`src/hw/rtl/idll_pkg.sv`:
```
// ----------------------------------------------------------------------------
// idll_pkg
// Shared constants, request and status codes, and the command and status
// structs that join the list controller to its datapath.
// ----------------------------------------------------------------------------
package idll_pkg;

	localparam int unsigned NODE_COUNT = 1024;
	localparam int unsigned IDX_W      = $clog2(NODE_COUNT);
	localparam int unsigned SLOT_W     = IDX_W + 1;
	localparam int unsigned VALUE_W    = 32;
	localparam int unsigned POS_W      = 10;
	localparam int unsigned REQ_W      = 3;
	localparam int unsigned STATUS_W   = 2;

	localparam int unsigned S_TDATA_W = ((POS_W + VALUE_W + 7) / 8) * 8;
	localparam int unsigned M_TDATA_W = ((VALUE_W + 7) / 8) * 8;
	localparam int unsigned M_TUSER_W = 1 + STATUS_W;

	localparam logic [IDX_W-1:0]  HEAD_NODE  = '0;
	localparam logic [IDX_W-1:0]  TAIL_NODE  = IDX_W'(1);
	localparam logic [SLOT_W-1:0] FIRST_SLOT = SLOT_W'(2);
	localparam logic [SLOT_W-1:0] SLOT_LIMIT = SLOT_W'(NODE_COUNT);

	localparam logic [REQ_W-1:0] REQ_PUSH_FRONT = 3'd0;
	localparam logic [REQ_W-1:0] REQ_PUSH_BACK  = 3'd1;
	localparam logic [REQ_W-1:0] REQ_DELETE     = 3'd2;
	localparam logic [REQ_W-1:0] REQ_INS_LEFT   = 3'd3;
	localparam logic [REQ_W-1:0] REQ_INS_RIGHT  = 3'd4;
	localparam logic [REQ_W-1:0] REQ_READ_FIRST = 3'd5;
	localparam logic [REQ_W-1:0] REQ_READ_NEXT  = 3'd6;

	localparam logic [STATUS_W-1:0] STATUS_OK   = 2'd0;
	localparam logic [STATUS_W-1:0] STATUS_FULL = 2'd1;
	localparam logic [STATUS_W-1:0] STATUS_BAD  = 2'd2;

	localparam logic [1:0] CUR_HOLD = 2'd0;
	localparam logic [1:0] CUR_HEAD = 2'd1;
	localparam logic [1:0] CUR_NEXT = 2'd2;
	localparam logic [1:0] CUR_TAIL = 2'd3;

	localparam logic [1:0] RES_ZERO = 2'd0;
	localparam logic [1:0] RES_BAD  = 2'd1;
	localparam logic [1:0] RES_FULL = 2'd2;
	localparam logic [1:0] RES_EMIT = 2'd3;

	typedef struct packed {
		logic       load_req;
		logic       rd_cursor;
		logic [1:0] cur_op;
		logic       do_delete;
		logic       do_ins_node;
		logic       do_ins_link;
		logic       set_res;
		logic [1:0] res_op;
		logic       load_out;
	} cmd_t;

	typedef struct packed {
		logic [REQ_W-1:0] req;
		logic             pos_ok;
		logic             full;
		logic             cursor_tail;
		logic             cursor_live;
	} sts_t;

endpackage

```
`src/hw/rtl/idll_ctrl.sv`:
```
// ----------------------------------------------------------------------------
// idll_ctrl
// Request sequencer: walks each request through read, evaluate, link update
// and result hand-off, and drives the datapath by commands.
// ----------------------------------------------------------------------------
module idll_ctrl (
	input  logic            clk,
	input  logic            arst_n,
	input  logic            in_valid,
	output logic            in_ready,
	output logic            out_valid,
	input  logic            out_ready,
	input  idll_pkg::sts_t  sts,
	output idll_pkg::cmd_t  cmd
);

	localparam logic [2:0] ST_IDLE = 3'd0;
	localparam logic [2:0] ST_RD   = 3'd1;
	localparam logic [2:0] ST_EV   = 3'd2;
	localparam logic [2:0] ST_LINK = 3'd3;
	localparam logic [2:0] ST_RD2  = 3'd4;
	localparam logic [2:0] ST_EV2  = 3'd5;
	localparam logic [2:0] ST_OUT  = 3'd6;

	logic [2:0] state_q;
	logic [2:0] state_d;
	logic       out_valid_q;

	always_comb begin
		state_d  = state_q;
		cmd      = '0;
		in_ready = 1'b0;
		case (state_q)
			ST_IDLE: begin
				in_ready = 1'b1;
				if (in_valid) begin
					cmd.load_req = 1'b1;
					state_d      = ST_RD;
				end
			end
			ST_RD: begin
				cmd.rd_cursor = (sts.req == idll_pkg::REQ_READ_NEXT);
				if (sts.req == idll_pkg::REQ_READ_FIRST) begin
					cmd.cur_op = idll_pkg::CUR_HEAD;
					state_d    = ST_RD2;
				end else if (sts.req == idll_pkg::REQ_READ_NEXT && sts.cursor_tail) begin
					cmd.set_res = 1'b1;
					cmd.res_op  = idll_pkg::RES_ZERO;
					state_d     = ST_OUT;
				end else if (sts.req inside {idll_pkg::REQ_PUSH_FRONT, idll_pkg::REQ_PUSH_BACK,
						idll_pkg::REQ_DELETE, idll_pkg::REQ_INS_LEFT,
						idll_pkg::REQ_INS_RIGHT, idll_pkg::REQ_READ_NEXT}) begin
					state_d = ST_EV;
				end else begin
					cmd.set_res = 1'b1;
					cmd.res_op  = idll_pkg::RES_ZERO;
					state_d     = ST_OUT;
				end
			end
			ST_EV: begin
				cmd.set_res = 1'b1;
				cmd.res_op  = idll_pkg::RES_ZERO;
				state_d     = ST_OUT;
				case (sts.req)
					idll_pkg::REQ_PUSH_FRONT, idll_pkg::REQ_PUSH_BACK: begin
						if (sts.full) begin
							cmd.res_op = idll_pkg::RES_FULL;
						end else begin
							cmd.do_ins_node = 1'b1;
							state_d         = ST_LINK;
						end
					end
					idll_pkg::REQ_DELETE: begin
						if (!sts.pos_ok) begin
							cmd.res_op = idll_pkg::RES_BAD;
						end else begin
							cmd.do_delete = 1'b1;
						end
					end
					idll_pkg::REQ_INS_LEFT, idll_pkg::REQ_INS_RIGHT: begin
						if (!sts.pos_ok) begin
							cmd.res_op = idll_pkg::RES_BAD;
						end else if (sts.full) begin
							cmd.res_op = idll_pkg::RES_FULL;
						end else begin
							cmd.do_ins_node = 1'b1;
							state_d         = ST_LINK;
						end
					end
					idll_pkg::REQ_READ_NEXT: begin
						if (!sts.cursor_live) begin
							cmd.cur_op = idll_pkg::CUR_TAIL;
							cmd.res_op = idll_pkg::RES_BAD;
						end else begin
							cmd.set_res = 1'b0;
							cmd.cur_op  = idll_pkg::CUR_NEXT;
							state_d     = ST_RD2;
						end
					end
					default: begin
					end
				endcase
			end
			ST_LINK: begin
				cmd.do_ins_link = 1'b1;
				state_d         = ST_OUT;
			end
			ST_RD2: begin
				cmd.rd_cursor = 1'b1;
				state_d       = ST_EV2;
			end
			ST_EV2: begin
				cmd.set_res = 1'b1;
				cmd.res_op  = idll_pkg::RES_EMIT;
				state_d     = ST_OUT;
			end
			ST_OUT: begin
				if (!out_valid_q || out_ready) begin
					cmd.load_out = 1'b1;
					state_d      = ST_IDLE;
				end
			end
			default: begin
				state_d = ST_IDLE;
			end
		endcase
	end

	always_ff @(posedge clk or negedge arst_n) begin
		if (!arst_n) begin
			state_q     <= ST_IDLE;
			out_valid_q <= 1'b0;
		end else begin
			state_q <= state_d;
			if (cmd.load_out) begin
				out_valid_q <= 1'b1;
			end else if (out_ready) begin
				out_valid_q <= 1'b0;
			end
		end
	end

	assign out_valid = out_valid_q;

endmodule

```
`config.mk`:
```
export PLATFORM = sky130hd
export DESIGN_NAME = idll_ctrl
export DESIGN_NICKNAME = d
export VERILOG_FILES = /design/src/hw/rtl/idll_pkg.sv /design/src/hw/rtl/idll_ctrl.sv
export SDC_FILE = /design/constraint.sdc
export NUM_CORES = 1
export LEC_CHECK = 0
export BUFFER_PORTS_ARGS = -buffer_cell sky130_fd_sc_hd__buf_2
export CORE_AREA = 3 3 40 42
export CTS_CLUSTER_DIAMETER = 100
export CTS_CLUSTER_SIZE = 20
export DETAILED_ROUTE_END_ITERATION = 16
export DIE_AREA = 0 0 43 45
export PLACE_DENSITY = 0.69
export SKIP_LAST_GASP = 1
export SYNTH_ARGS = -nofsm -noshare
export SYNTH_HDL_FRONTEND = slang
export SYNTH_SLANG_ARGS = --single-unit
```
`constraint.sdc`:
```
create_clock -name clk -period 2 [get_ports clk]
set_clock_uncertainty 0.05 [all_clocks]
set_input_delay 0.4 -clock clk [delete_from_list [all_inputs] [get_ports clk]]
set_output_delay 0.4 -clock clk [all_outputs]
set_load 0.01 [all_outputs]
```
==> results of run 1 <==
[worst paths after layout]
path                                           to  cells after the start  slack (ps)              startpoint
max                                        cmd[7]                      6          70  state_q[1]$_DFFE_PN0P_
min reg2reg                 out_valid$_DFFE_PN0P_                      2         590  state_q[1]$_DFFE_PN0P_
min                        state_q[0]$_DFFE_PN0P_                      3         380                in_valid
min in group asynchronous   out_valid$_DFFE_PN0P_                      2         450                  arst_n
max reg2reg                state_q[2]$_DFFE_PN0P_                      5         430  state_q[1]$_DFFE_PN0P_
max in group asynchronous  state_q[0]$_DFFE_PN0P_                      2        1320                  arst_n
[where the power goes]
part	internal, uW	total, uW	switching, uW	leakage (uW)
sequential	123	159	36.3	0.0000484
combinational	264	562	298	0.000279
clock	67.3	103	35.8	0.0000138
[registers in the layout, summed over array words and instances, names as in the netlist]
signal / flops
state_q: 3
out_valid: 1
[cells by family (layout without fill, tap and decap cells)]
| family | after synthesis | count (layout) | share of synthesized area [%] |
|---|---|---|---|
| buf+inv | 10 | 36 | 12.62 |
| compound gates | 19 | 19 | 22.77 |
| simple gates | 37 | 37 | 44.81 |
| flops | 4 | 4 | 19.80 |
[placed cells by master, fill, tap and decap left out]
cell type / synthesis / final
a21oi_1: 3 / 3
a22oi_1: 1 / 1
a31oi_1: 5 / 5
a32o_1: 1 / 1
and2_1: 1 / 1
and2b_1: 1 / 1
and3_1: 1 / 1
and4_1: 2 / 2
buf_2: 3 / 23
buf_4: 0 / 4
buf_6: 3 / 1
clkbuf_4: 0 / 3
dfrtp_1: 4 / 4
dlygate4sd3_1: 0 / 1
inv_1: 4 / 4
nand2_1: 5 / 5
nand2b_1: 5 / 5
nand2b_4: 1 / 1
nand3_1: 1 / 1
nand3b_1: 4 / 4
nor2_1: 7 / 7
nor2b_1: 2 / 2
nor3_1: 2 / 2
nor3b_4: 0 / 1
nor4b_2: 0 / 1
o21ai_0: 5 / 5
o21ai_1: 1 / 1
o22ai_1: 1 / 1
o31ai_1: 2 / 2
or2_1: 1 / 1
or2_2: 1 / 1
or4_1: 1 / 1
[synth_stat cells, types with 3 or more instances]
cell type / number / area share (%)
nand3b_1: 4 / 5.9
a21oi_1: 3 / 3.0
nand2b_1: 5 / 6.2
a31oi_1: 5 / 6.2
inv_1: 4 / 3.0
nor2_1: 7 / 5.2
o21ai_0: 5 / 4.9
buf_6: 3 / 6.7
buf_2: 3 / 3.0
dfrtp_1: 4 / 20
nand2_1: 5 / 3.7
[worst max-delay path, stage by stage, from the launching register on]
cell and delay (ps):
dfrtp_1 410, buf_6 140, inv_1 60, nor4b_2 260, a31oi_1 70, nor3_1 140, buf_2 160
[layer usage]
layer  GRT usage, %  wire length, um  vias up
li1               -                -      301
met1          18.07              615      264
met2          23.05              652       22
met3          5.578              105        0
met4          3.614                0        0
met5              0                0        -
[cell type report]
type	instances	share of cell area, %
Sequential cell	4	14.79
Tap cell	15	2.773
Multi-Input combinational cell	56	52.31
Inverter	4	2.218
Clock buffer	3	3.327
Timing Repair Buffer	29	24.58
[per-stage QoR]
step / hold slack (ps) / area [sq um] / total power (uW)
3_5_place_dp: 156.5 / 613.1 / 657.1
5_1_grt: 431.1 / 676.9 / 899.4
2_1_floorplan: 54.41 / 505.5 / 507.0
6_report: 384.9 / 676.9 / 824.0
4_1_cts: 369.6 / 645.6 / 767.6
3_3_place_gp: 155.2 / 613.1 / 657.1
[what timing repair did]
action / in CTS / in global routing
resized for setup: 0 / 3
hold endpoints to repair: 4 / 0
hold buffers: 1 / 0
setup endpoints to repair: 0 / 2
setup buffers: 0 / 2
==> impl_metrics.py, run 1 <==
metrics = {
    "routing": {
        "drt_iter0_markers": 10,
        "drc": 0,
        "final_antenna_net_count": 0,
        "wirelength_mm": 1.373,
        "dr.pass1.iters": 4,
        "wire_per_inst_um": 12.37,
        "viasPerCell": 5.288,
        "route.vias.total": 587,
    },
    "sta": {
        "hold_violations": 0,
        "relSlewSlack_pct": 80.34,
        "worst_slack_ps": 67.79,
        "fmax_mhz": 517.5,
        "rsz0062_at_grt": "true",
        "fin_crit_sh_pct": 96.61,
        "period_minus_slack_ps": 1932,
        "tightest_slew_ps": 293.6,
        "fin_tns_setup_ps": 0,
        "slew_viol_final": 0,
        "finalSetupViolCount": 0,
    },
    "final_layout": {
        "antenna_cells": 0,
        "multi_input_area_sq_um": 354.1,
        "fin_nets": 109,
        "fin_util_pct": 52.68,
        "drive_gt1_share_pct": 36.46,
        "fin_cells": 111,
        "n_fill_cell": 126,
        "seq_area_sq_um": 100.1,
        "area.growth.synth_to_final_pct": 33.91,
    },
    "global_routing": {
        "grt_pass1_vias": 523,
        "gr-total-overflow": 0,
        "grt_start_max_net_pins": 13,
        "grt_pass1_wl_mm": 2.132,
        "grtUsageTotal_pct": 14.32,
        "antenna_found_initial": 0,
    },
    "critical_path": {
        "crit_path_end_kind": "primary output",
        "path_class": "reg2out",
        "startpoint_type": "flip-flop",
        "path_max_fanout": 7,
        "cp.arrival_ps": 1480,
        "cp.required_ps": 1550,
    },
    "power_and_ir_drop": {
        "cellPowerDensity_nw_per_um2": 1217,
        "vdd_drop_max_mv": 0.5375,
        "p_leak_uw": 0.0003409,
    },
    "synth": {
        "yosysSeqAreaShare_pct": 19.80,
        "yosys_warnings": 0,
        "syn_avg_cell_area_sq_um": 7.221,
        "synth-seq-cells": 4,
        "postSynthCellCount": 70,
        "syn_area_sq_um": 505.5,
        "yosys.cell_types.count": 29,
        "synth_flop_cell": "dfrtp_1",
        "synth-edff-count": 0,
        "synthArstFlopShare_pct": 100.0,
        "synth.net_count": 81,
    },
    "die": {
        "coreArea_sq_um": 1285,
        "ioPinCount": 24,
        "die_w_um": 43,
        "rows": 13,
        "dieHeight_um": 45,
        "start_util_pct": 39.34,
        "dieArea_sq_um": 1935,
    },
    "outcome": {
        "outcome": "complete, no violations",
    },
    "place": {
        "dp.cells": 105,
        "gp_congestion": 0.7846,
        "port_buffers": 23,
        "preCtsSetupSlack_ps": 145.9,
        "hpwl_um": 987.8,
    },
    "cts": {
        "clk_latency_ps": 240,
        "numCtsBuffers": 3,
        "cts-root-buf": "clkbuf_4",
        "clk_path_buf_depth": 2,
        "cts_tree": "built",
        "cts.sinks": 4,
        "h-tree-depth": 1,
        "clk_pin_slew_ps": 40,
    },
    "hold_path": {
        "hold_class": "in2reg",
    },
    "job": {
        "maxCapViolations": 0,
    },
}
No activity file was read; power rests on OpenSTA's default activity.
==> run 2, diff against run 1 <==
--- a/config.mk
+++ b/config.mk
@@ -5,13 +5,13 @@
 export SDC_FILE = /design/constraint.sdc
 export NUM_CORES = 1
 export LEC_CHECK = 0
-export BUFFER_PORTS_ARGS = -buffer_cell sky130_fd_sc_hd__buf_2
 export CORE_AREA = 3 3 40 42
 export CTS_CLUSTER_DIAMETER = 100
 export CTS_CLUSTER_SIZE = 20
 export DETAILED_ROUTE_END_ITERATION = 16
 export DIE_AREA = 0 0 43 45
-export PLACE_DENSITY = 0.69
+export DONT_BUFFER_PORTS = 1
+export PLACE_DENSITY = 0.53
 export SKIP_LAST_GASP = 1
 export SYNTH_ARGS = -nofsm -noshare
 export SYNTH_HDL_FRONTEND = slang
==> run 2 against run 1 <==
Net effect:
- final cell count fell by 22%
- hold slack got worse by 100 ps
- sequential cell count did not move
- die area did not move
- cell area fell by 18%
- routed wire length fell by 4.2%
- fmax fell by 0.83%
- clock power barely moved
- register-to-register slack got worse by 60 ps
- clock-buffer cell count did not move
- total power fell by 13%
- via count fell by 17%
- critical path type unchanged
- largest cell class unchanged
==> impl_metrics.py, run 2 (synthesized netlist as in run 1, its figures left out) <==
metrics = {
    "die": {
        "dieHeight_um": 45,
        "rows": 13,
        "dieArea_sq_um": 1935,
        "ioPinCount": 24,
        "coreArea_sq_um": 1285,
        "start_util_pct": 39.34,
        "die_w_um": 43,
    },
    "place": {
        "gp_congestion": 0.7547,
        "hpwl_um": 976.4,
        "port_buffers": 0,
        "dpl_cell_area_sq_um": 498.0,
    },
    "routing": {
        "wire_per_inst_um": 15.11,
        "drt_iter0_markers": 8,
        "final_antenna_net_count": 0,
        "wirelength_mm": 1.315,
        "drc": 0,
        "viasPerCell": 5.632,
        "route.vias.total": 490,
        "dr.pass1.iters": 4,
    },
    "power_and_ir_drop": {
        "p_leak_uw": 0.0002296,
        "vdd_drop_max_mv": 0.5447,
        "cellPowerDensity_nw_per_um2": 1288,
    },
    "final_layout": {
        "regMostFlops": "state_q",
        "area.growth.synth_to_final_pct": 9.654,
        "layout_commonest_cell": "nor2_1",
        "fin_util_pct": 43.14,
        "antenna_cells": 0,
        "design_area_sq_um": 554.3,
        "final_cell_mix": "nor2_1, nand2b_1, a31oi_1, nand2_1",
        "fin_nets": 85,
        "largest_reg_flops": 3,
        "drive_gt1_share_pct": 16.67,
    },
    "critical_path": {
        "worstReg2RegStart": "state_q[0]$_DFFE_PN0P_",
        "r2r_slack_ps": 370,
        "startpoint_type": "flip-flop",
        "path_class": "reg2out",
        "r2r-end": "state_q[2]$_DFFE_PN0P_",
        "cp.arrival_ps": 1500,
        "cp.required_ps": 1550,
        "crit_path_end_kind": "primary output",
        "path_max_fanout": 10,
        "reg2regPathDepth": 5,
    },
    "global_routing": {
        "grt_start_max_net_pins": 13,
        "antenna_found_initial": 0,
        "grt_pass1_wl_mm": 1.973,
        "grt_pass1_vias": 425,
        "gr-total-overflow": 0,
        "grtUsageTotal_pct": 13.44,
    },
    "sta": {
        "tightest_slew_ps": 434.0,
        "fmax_mhz": 513.2,
        "finalSetupViolCount": 0,
        "slew_viol_final": 0,
        "period_minus_slack_ps": 1948,
        "relSlewSlack_pct": 70.76,
        "hold_violations": 0,
        "fin_crit_sh_pct": 97.42,
        "rsz0062_at_grt": "true",
    },
    "cts": {
        "cts.sinks": 4,
        "numCtsBuffers": 3,
        "clk_pin_slew_ps": 40,
        "cts-root-buf": "clkbuf_4",
        "clk_path_buf_depth": 2,
        "clk_latency_ps": 240,
        "cts_tree": "built",
        "h-tree-depth": 1,
    },
    "hold_path": {
        "min_to": "state_q[1]$_DFFE_PN0P_",
        "min_from": "sts[5]",
        "hold_class": "in2reg",
        "worstHoldPathCells": 2,
    },
    "outcome": {
        "outcome": "complete, no violations",
    },
    "job": {
        "maxCapViolations": 0,
    },
}
==> run 2: cell count changes in the layout (fill, tap and decap cells not counted) <==
| cell | before | now |
|---|---|---|
| buf_2 | 23 | 0 |
| buf_6 | 1 | 0 |
| nor3_1 | 2 | 1 |
| nor3_2 | 0 | 1 |
| nor4b_1 | 0 | 1 |
| nor4b_2 | 1 | 0 |
| o21ai_0 | 5 | 4 |
| o21ai_1 | 1 | 2 |
| o31ai_1 | 2 | 1 |
| o31ai_2 | 0 | 1 |
==> run 2: cell type report <==
type | count | area, sq um
Fill cell | 138 | 730.7
Multi-Input combinational cell | 56 | 357.8
Sequential cell | 4 | 100.1
Timing Repair Buffer | 5 | 40.04
Clock buffer | 3 | 22.52
Tap cell | 15 | 18.77
Inverter | 4 | 15.01
==> run 2: per-layer routing <==
metal / GRT usage (%) / wire [um] / vias up
met5: 0 / 0 / -
li1: - / - / 253
met1: 20.87 / 691 / 222
met2: 17.37 / 551 / 15
met3: 5.578 / 72 / 0
met4: 1.807 / 0 / 0
==> run 2: worst max path at each step <==
stage / startpoint / endpoint / cells after the start
finish: state_q[1]$_DFFE_PN0P_ / cmd[2] / 3
global placement: state_q[1]$_DFFE_PN0P_ / cmd[2] / 3
CTS: state_q[1]$_DFFE_PN0P_ / cmd[2] / 3
floorplan: sts[4] / cmd[7] / 5
global route: state_q[1]$_DFFE_PN0P_ / cmd[2] / 3
detailed placement: state_q[1]$_DFFE_PN0P_ / cmd[2] / 3
==> run 2: through the flow <==
stage | total power (uW) | TNS, ps | std cells | setup WS [ps] | hold slack, ps
2_1_floorplan | 507.0 | 0 | 70 | 290.5 | 54.41
3_3_place_gp | 572.7 | 0 | 82 | 238.6 | 54.49
3_5_place_dp | 571.9 | 0 | 82 | 203.9 | 54.49
4_1_cts | 687.9 | -2.677 | 86 | -2.677 | 280.3
5_1_grt | 777.2 | -38.27 | 87 | -38.27 | 280.6
6_report | 713.8 | 0 | 87 | 51.62 | 284.7
==> run 2: worst max-delay path: stages, from the launching register on <==
cell     delay, ps
dfrtp_1        490
nor3b_4        340
nand2_1        120
o31ai_2        300
==> run 2: power breakdown <==
group | switching (uW) | internal [uW] | total (uW)
registers | 64.1 | 123 | 187
logic | 237 | 189 | 426
clock network | 33.7 | 67.1 | 101
==> run 2: timing repair <==
item | 4_1_cts | 5_1_grt
setup buffers | 0 | 1
hold buffers | 1 | 0
gates resized for setup | 2 | 2
setup endpoints to repair | 2 | 3
pin swaps | 0 | 0
endpoints found under the hold margin | 4 | 0
